### src/sv/nibble_morse_keying_decoder_defines.svh
// Assertion macros shared by the decoder RTL.
`ifndef NIBBLE_MORSE_KEYING_DECODER_DEFINES_SVH
`define NIBBLE_MORSE_KEYING_DECODER_DEFINES_SVH

// Same-cycle implication, checked out of reset.
`define NMKD_ASSERT_NOW(label, clk, rst, cond, expr, msg) \
   label: assert property (@(posedge clk) disable iff (rst) (cond) |-> (expr)) \
      else $error(msg);

// Next-cycle implication, checked out of reset.
`define NMKD_ASSERT_NEXT(label, clk, rst, cond, expr, msg) \
   label: assert property (@(posedge clk) disable iff (rst) (cond) |=> (expr)) \
      else $error(msg);

`endif

### src/sv/nmkd_pkg.sv
// Types, constants and code table helpers for the Morse keying decoder.
package nmkd_pkg;

   localparam int HeaderBytesDefault = 8;
   localparam int MaxResults         = 3;
   localparam int ResultCountW       = 2;

   localparam logic [2:0] OnesSat        = 3'd7;
   localparam logic [1:0] GapClose       = 2'd3;
   localparam logic [2:0] CodeLenMax     = 3'd4;
   localparam logic [2:0] CodeLenInvalid = 3'd5;
   localparam logic [2:0] RunDot         = 3'd1;
   localparam logic [2:0] RunDash        = 3'd3;

   typedef enum logic [1:0] {
      KIND_BYTE  = 2'd0,
      KIND_DONE  = 2'd1,
      KIND_SHORT = 2'd2
   } nmkd_kind_type;

   typedef struct packed {
      logic [2:0] ones_run;
      logic [1:0] zeros_run;
      logic [2:0] code_length;
      logic [3:0] code_pattern;
      logic       high_pending;
      logic [3:0] upper_nib;
   } nmkd_code_state_type;

   typedef struct packed {
      nmkd_kind_type kind;
      logic [7:0]    value;
      logic          last;
   } nmkd_result_type;

   // Turns the pending run of ones into a dot or a dash, or marks a full code invalid; other run lengths are dropped.
   function automatic nmkd_code_state_type nmkd_add_element(nmkd_code_state_type st);
      nmkd_code_state_type r;
      r = st;
      if (st.ones_run == RunDot || st.ones_run == RunDash) begin
         if (st.code_length < CodeLenMax) begin
            r.code_pattern = {st.code_pattern[2:0], (st.ones_run == RunDash)};
            r.code_length  = st.code_length + 3'd1;
         end else begin
            r.code_length = CodeLenInvalid;
         end
      end
      return r;
   endfunction

   // Returns {valid, nibble} for a finished code.
   function automatic logic [4:0] nmkd_code_nibble(logic [2:0] len, logic [3:0] pat);
      logic [4:0] r;
      r = '0;
      unique case (len)
         3'd1: r = {1'b1, pat};
         3'd2: r = {1'b1, 4'd2 + pat};
         3'd3: r = {1'b1, 4'd6 + pat};
         3'd4: begin
            if (pat <= 4'd1) begin
               r = {1'b1, 4'd14 + pat};
            end
         end
         default: r = '0;
      endcase
      return r;
   endfunction

endpackage

### src/sv/nmkd_bit_engine.sv
// Eight unrolled bit steps plus the end-of-message flush of the Morse code tracker.
module nmkd_bit_engine
   import nmkd_pkg::*;
(
   input  nmkd_code_state_type                    state_i,
   input  logic [7:0]                             data_i,
   input  logic [3:0]                             take_i,
   input  logic                                   flush_i,
   output nmkd_code_state_type                    state_o,
   output nmkd_result_type [MaxResults-1:0]       res_o,
   output logic [ResultCountW-1:0]                count_o
);

   always_comb begin
      nmkd_code_state_type     st;
      nmkd_result_type [MaxResults-1:0] res;
      logic [ResultCountW-1:0] n;
      logic                    do_close;
      logic [4:0]              nib;
      st  = state_i;
      res = '0;
      n   = '0;
      nib = '0;
      for (int i = 0; i < 9; i++) begin
         do_close = 1'b0;
         if (i < 8) begin
            if (4'(i) < take_i) begin
               if (data_i[7 - i]) begin
                  st.zeros_run = '0;
                  if (st.ones_run < OnesSat) begin
                     st.ones_run = st.ones_run + 3'd1;
                  end
               end else begin
                  if (st.ones_run != '0) begin
                     st = nmkd_add_element(st);
                     st.ones_run = '0;
                  end
                  if (st.zeros_run < GapClose) begin
                     st.zeros_run = st.zeros_run + 2'd1;
                     do_close = (st.zeros_run == GapClose);
                  end
               end
            end
         end else if (flush_i) begin
            // End of message: a pending run becomes an element and the code closes.
            if (st.ones_run != '0) begin
               st = nmkd_add_element(st);
            end
            do_close = 1'b1;
         end
         if (do_close) begin
            nib = nmkd_code_nibble(st.code_length, st.code_pattern);
            st.code_length  = '0;
            st.code_pattern = '0;
            if (nib[4]) begin
               if (!st.high_pending) begin
                  st.upper_nib    = nib[3:0];
                  st.high_pending = 1'b1;
               end else begin
                  if (n < ResultCountW'(MaxResults)) begin
                     res[n].kind  = KIND_BYTE;
                     res[n].value = {st.upper_nib, nib[3:0]};
                     res[n].last  = 1'b0;
                     n = n + 1'b1;
                  end
                  st.high_pending = 1'b0;
               end
            end
         end
      end
      state_o = st;
      res_o   = res;
      count_o = n;
   end

endmodule

### src/sv/nibble_morse_keying_decoder.sv
// Top level of the nibble Morse keying decoder.
// Each request transaction carries one message byte: the first HEADER_BYTES bytes form a
// little-endian bit count, later bytes are keyed bits, MSB first, and the byte flagged last
// closes the message with a status. A byte is decoded in the cycle it is accepted and its
// zero to three results go into a three-entry result buffer that drains one result per
// cycle while rsp_ready is high. A new byte is taken in every cycle while rsp_ready is
// high and each byte yields at most one result; after a byte with more, the request side
// waits until its last result is popped, since the single result port sets the rate.
// Header bytes yield no result but the status of a last byte, and stream at one per cycle.
`include "nibble_morse_keying_decoder_defines.svh"

module nibble_morse_keying_decoder
   import nmkd_pkg::*;
#(
   parameter int HEADER_BYTES = HeaderBytesDefault
) (
   input  logic       clock,
   input  logic       reset,
   input  logic       req_valid,
   output logic       req_ready,
   input  logic [7:0] req_data_byte,
   input  logic       req_last_byte,
   output logic       rsp_valid,
   input  logic       rsp_ready,
   output logic [1:0] rsp_result_kind,
   output logic [7:0] rsp_value,
   output logic       rsp_last_of_run
);

   localparam int RemW = 8 * HEADER_BYTES;
   localparam int HcW  = $clog2(HEADER_BYTES + 1);
   localparam logic [HcW-1:0] HeaderFull = HcW'(HEADER_BYTES);

   logic [HcW-1:0]           header_count_ff, header_count_in;
   logic [RemW-1:0]          remaining_ff, remaining_in;
   nmkd_code_state_type      code_ff, code_in;
   nmkd_result_type [MaxResults-1:0] buf_ff, buf_in;
   logic [ResultCountW-1:0]  cnt_ff, cnt_in;

   logic                     accept, pop, header_done, header_ends, flush;
   logic [3:0]               take;
   nmkd_code_state_type      eng_state;
   nmkd_result_type [MaxResults-1:0] eng_res;
   logic [ResultCountW-1:0]  eng_count;

   assign accept      = req_valid && req_ready;
   assign pop         = rsp_valid && rsp_ready;
   assign header_done = (header_count_ff == HeaderFull);
   assign header_ends = header_done || (header_count_ff == HeaderFull - 1'b1);
   assign flush       = req_last_byte && header_ends;

   always_comb begin
      take = 4'd0;
      if (header_done) begin
         take = (|remaining_ff[RemW-1:3]) ? 4'd8 : {1'b0, remaining_ff[2:0]};
      end
   end

   nmkd_bit_engine u_engine (
      .state_i (code_ff),
      .data_i  (req_data_byte),
      .take_i  (take),
      .flush_i (flush),
      .state_o (eng_state),
      .res_o   (eng_res),
      .count_o (eng_count)
   );

   always_comb begin
      header_count_in = header_count_ff;
      remaining_in    = remaining_ff;
      code_in         = code_ff;
      if (accept) begin
         if (!header_done) begin
            header_count_in = header_count_ff + 1'b1;
            for (int b = 0; b < HEADER_BYTES; b++) begin
               if (header_count_ff == HcW'(b)) begin
                  remaining_in[8*b +: 8] = req_data_byte;
               end
            end
         end else begin
            remaining_in = remaining_ff - RemW'(take);
         end
         code_in = eng_state;
         if (req_last_byte) begin
            header_count_in = '0;
            remaining_in    = '0;
            code_in         = '0;
         end
      end
   end

   // Result buffer: loaded whole when a transaction is accepted, else shifted on a pop.
   always_comb begin
      logic [ResultCountW-1:0] n;
      buf_in = buf_ff;
      cnt_in = cnt_ff;
      n      = eng_count;
      if (accept) begin
         buf_in = eng_res;
         if (req_last_byte && n < ResultCountW'(MaxResults)) begin
            buf_in[n].kind  = header_ends ? KIND_DONE : KIND_SHORT;
            buf_in[n].value = '0;
            buf_in[n].last  = 1'b0;
            n = n + 1'b1;
         end
         if (n != '0) begin
            buf_in[n - 1'b1].last = 1'b1;
         end
         cnt_in = n;
      end else if (pop) begin
         for (int k = 0; k < MaxResults - 1; k++) begin
            buf_in[k] = buf_ff[k + 1];
         end
         cnt_in = cnt_ff - 1'b1;
      end
   end

   always_ff @(posedge clock) begin
      if (reset) begin
         header_count_ff <= '0;
         remaining_ff    <= '0;
         code_ff         <= '0;
         cnt_ff          <= '0;
      end else begin
         header_count_ff <= header_count_in;
         remaining_ff    <= remaining_in;
         code_ff         <= code_in;
         cnt_ff          <= cnt_in;
      end
   end

   always_ff @(posedge clock) begin
      buf_ff <= buf_in;
   end

   assign req_ready       = (cnt_ff == '0) || (cnt_ff == ResultCountW'(1) && rsp_ready);
   assign rsp_valid       = (cnt_ff != '0);
   assign rsp_result_kind = buf_ff[0].kind;
   assign rsp_value       = buf_ff[0].value;
   assign rsp_last_of_run = buf_ff[0].last;

   `NMKD_ASSERT_NEXT(a_header_silent, clock, reset, accept && !req_last_byte && !header_done, cnt_ff == '0, "header byte produced a result")
   `NMKD_ASSERT_NEXT(a_last_resets, clock, reset, accept && req_last_byte, header_count_ff == '0 && remaining_ff == '0 && code_ff == '0, "state not cleared after last byte")
   `NMKD_ASSERT_NOW(a_last_flag_tail, clock, reset, cnt_ff > ResultCountW'(1), !buf_ff[0].last, "last_of_run set before the final result")

endmodule

### config.mk
export PLATFORM = sky130hd
export DESIGN_NAME = nibble_morse_keying_decoder
export DESIGN_NICKNAME = d
export VERILOG_FILES = /design/src/sv/nmkd_pkg.sv /design/src/sv/nmkd_bit_engine.sv /design/src/sv/nibble_morse_keying_decoder.sv
export VERILOG_INCLUDE_DIRS = /design/src /design/src/sv
export SDC_FILE = /design/constraint.sdc
export NUM_CORES = 1
export LEC_CHECK = 0
export BUFFER_PORTS_ARGS = -buffer_cell sky130_fd_sc_hd__buf_2
export CORE_UTILIZATION = 40
export DETAILED_ROUTE_END_ITERATION = 12
export PLACE_DENSITY = 0.51
export SETUP_SLACK_MARGIN = 0.2
export SLEW_MARGIN = 20
export SYNTH_ARGS = -nofsm -noshare
export SYNTH_HDL_FRONTEND = slang
export SYNTH_HIERARCHICAL = 1
export SYNTH_SLANG_ARGS = --single-unit
### constraint.sdc
create_clock -name clock -period 15 [get_ports clock]
set_input_delay 0.75 -clock clock [delete_from_list [all_inputs] [get_ports clock]]
set_output_delay 0.75 -clock clock [all_outputs]
set_load 0.01 [all_outputs]
==> results.py <==
metrics = {
    "timing": {
        "setup_tns_ns": 0,
        "rsz0062_at_grt": "false",
        "worst_slack_ns": 1.10,
        "fmax_mhz": 72.0,
        "tightest_slew_ns": 1.02,
        "slew_viol_final": 0,
        "hold_viol": 0,
        "layout_min_cycle_time_ns": 13.90,
        "slew_headroom": 0.320,
        "setup_viol": 0,
        "fin_crit_sh": 0.926,
        "clock_skew_ns": 0.0110,
    },
    "routing": {
        "via_per_inst": 6.37,
        "firstDrtPassIters": 7,
        "drc_errors": 0,
        "wl_mm": 51.4,
        "drt_iter0_markers": 1212,
        "wire_per_inst_um": 21.1,
        "vias": 15500,
        "ant_nets": 0,
    },
    "global_route": {
        "grt_pass1_vias": 14700,
        "grt_util_all_layers": 0.269,
        "antenna_found_initial": 0,
        "grt_max_degree": 73,
        "grt_pass1_wl_mm": 81.2,
        "gr-total-overflow": 0,
    },
    "synth": {
        "seq_area_frac_synth": 0.186,
        "yosys.area.top_type": "dfxtp_1",
        "synth.avg_cell_area_um2": 7.36,
        "synth_area_leaders": "dfxtp_1 (12%), mux2i_1 (6.8%), edfxtp_1 (6.7%)",
        "synth_top_area_share": 0.118,
        "synth_cell_type_count": 114,
        "synth_common_cells": "nand2_1 (212), nor2_1 (191), a21oi_1 (145)",
        "yosysMostFrequentCell": "nand2_1",
        "ys_ff_latch": 120,
        "synth_ff_type": "dfxtp_1",
        "async_flop_share": 0,
        "synth_edf_count": 33,
        "yosys_warnings": 6,
        "synth_cells": 2001,
        "syn_area_um2": 14700,
    },
    "finish": {
        "area_growth_pct": 7.67,
        "layout.nets": 2049,
        "drive_gt1_frac": 0.122,
        "area.sequential_um2": 2730,
        "stdcell_count": 2441,
        "antennaDiodeCount": 0,
        "multi_input_area_um2": 11200,
        "fillers": 3695,
    },
    "floorplan": {
        "coreArea_um2": 35900,
        "ios": 26,
        "die_y_um": 194,
        "num_rows": 69,
        "initial_core_util": 0.410,
        "die_x_um": 194,
        "floorplan.die_area_um2": 37600,
    },
    "clocking": {
        "insertion_delay_ns": 0.43,
        "cts_buffers": 17,
        "clk_pin_slew_worst_paths_ns": 0.06,
        "htreeDepth": 4,
        "clk_path_buf_depth": 2,
        "cts_sinks": 120,
        "holdBufCountCts": 0,
        "cts_tree": "yes",
        "cts_root_buf": "clkbuf_16",
    },
    "pwr": {
        "p_switching_w": 0.000346,
        "power.internal_w": 0.000704,
        "p_per_area_nw_per_um2": 66.3,
        "pwr-share-comb": 0.216,
        "leakage_nw": 6.06,
        "ir_drop_mv": 0.0749,
        "swShare": 0.330,
        "power.total_w": 0.00105,
        "p_clk_frac": 0.404,
        "pwr-share-seq": 0.380,
    },
    "place": {
        "place.port_buffers": 25,
        "dp_hpwl_mm": 39.0,
        "place_inst": 2399,
        "post-place-ws_ns": 0.320,
        "routabilityCongestion": 0.918,
    },
    "critical_path": {
        "crit_top_cell": "ha_1",
        "critical_path_class": "flop to flop",
        "max_stage_delay_ns": 0.56,
        "endpoint_kind": "flop",
        "cp.required_ns": 15.17,
        "crit_fanout": 12,
        "crit_arrival_ns": 14.07,
        "crit_path_top_delay_cell": "or4_1",
        "critPathLaunchType": "flop",
    },
    "min_path": {
        "worst_hold_path_type": "flop to flop",
    },
    "flow_run": {
        "maxCapViolCount": 0,
    },
    "outcome": {
        "status": "complete, no violations",
    },
}
-- registers in the layout (all words and copies together), names as in the netlist --
signal / flops
remaining_ff: 64
buf_ff: 22
code_ff: 17
rsp_value: 8
header_count_ff: 4
cnt_ff: 2
rsp_result_kind: 2
rsp_last_of_run: 1
-- placed cells by master (no fill, tap or decap), types with 33 or more instances in the layout --
master	Yosys	final
o21ai_0	103	103
dfxtp_1	87	87
nor3_1	90	86
mux2i_1	100	100
ha_1	59	59
nand3_1	72	72
edfxtp_1	33	33
and2_1	38	38
a211oi_1	34	34
nor2_1	191	189
a21oi_1	145	143
nand2_1	212	209
inv_1	89	88
buf_4	21	35
-- final cells by class --
type | count | share of cell area
Multi-Input combinational cell | 1674 | 0.706
Clock inverter | 9 | 0.00537
Inverter | 94 | 0.0226
Clock buffer | 23 | 0.0324
Tap cell | 461 | 0.0364
Sequential cell | 120 | 0.172
Timing Repair Buffer | 60 | 0.0245
-- layer usage --
| metal | GRT usage | share of wire | vias up |
|---|---|---|---|
| li1 | - | - | 7454 |
| met1 | 0.357 | 0.45 | 7503 |
| met2 | 0.455 | 0.47 | 500 |
| met3 | 0.0334 | 0.056 | 83 |
| met4 | 0.0788 | 0.025 | 0 |
| met5 | 0 | 0 | - |
-- kinds of logic after synthesis --
| kind of cell | count (synthesis) | share of synthesized area |
|---|---|---|
| mux | 129 | 0.0912 |
| buf+inv | 215 | 0.0638 |
| flops | 120 | 0.186 |
| compound gates | 596 | 0.286 |
| xor+xnor | 18 | 0.0112 |
| simple gates | 853 | 0.298 |
| fa+ha+maj | 69 | 0.0637 |
| other cells | 1 | 0.000255 |
-- critical path, delay by kind of cell, from the launching register on --
kind | cells | cell delay, ns
fa+ha+maj | 8 | 1.89
simple gates | 21 | 5.77
buf+inv | 6 | 0.84
compound gates | 18 | 4.36
flops | 1 | 0.37
mux | 1 | 0.37
-- metrics by stage --
stage               hold WS [ns]  area (um2)   util
global placement           0.445       15100  0.420
floorplan                  0.432       14800      -
detailed placement         0.448       15100  0.420
global route               0.476       15900  0.442
finish                     0.453       15900  0.442
CTS                        0.457       15700  0.437
-- power groups by stage --
stage | Sequential [W] | Combinational, W | Clock (W)
after floorplan | 0.000398 | 0.000176 | 0
after global placement | 0.000405 | 0.000225 | 0
after detailed placement | 0.000406 | 0.000226 | 0
after CTS | 0.000399 | 0.000227 | 0.000434
after global routing | 0.000405 | 0.000252 | 0.000447
final | 0.000400 | 0.000227 | 0.000424
-- path summary, 6_finish.rpt --
path                            cells past startpoint                      to                          start  slack, ns
worst min-delay path                                2  cnt_ff[1]$_SDFFE_PP0P_         cnt_ff[1]$_SDFFE_PP0P_       0.45
worst min register to register                      2  cnt_ff[1]$_SDFFE_PP0P_         cnt_ff[1]$_SDFFE_PP0P_       0.45
worst max register to register                     54    buf_ff[31]$_DFFE_PP_  remaining_ff[47]$_SDFFE_PP0P_       1.10
worst max-delay path                               54    buf_ff[31]$_DFFE_PP_  remaining_ff[47]$_SDFFE_PP0P_       1.10
-- repair_timing --
| action | 4_1_cts | 5_1_grt |
|---|---|---|
| setup buffers | 0 | 10 |
| gates resized for setup | 0 | 22 |
| endpoints found under the setup margin | 0 | 39 |
Note: power is estimated with default switching activity, not from simulation.
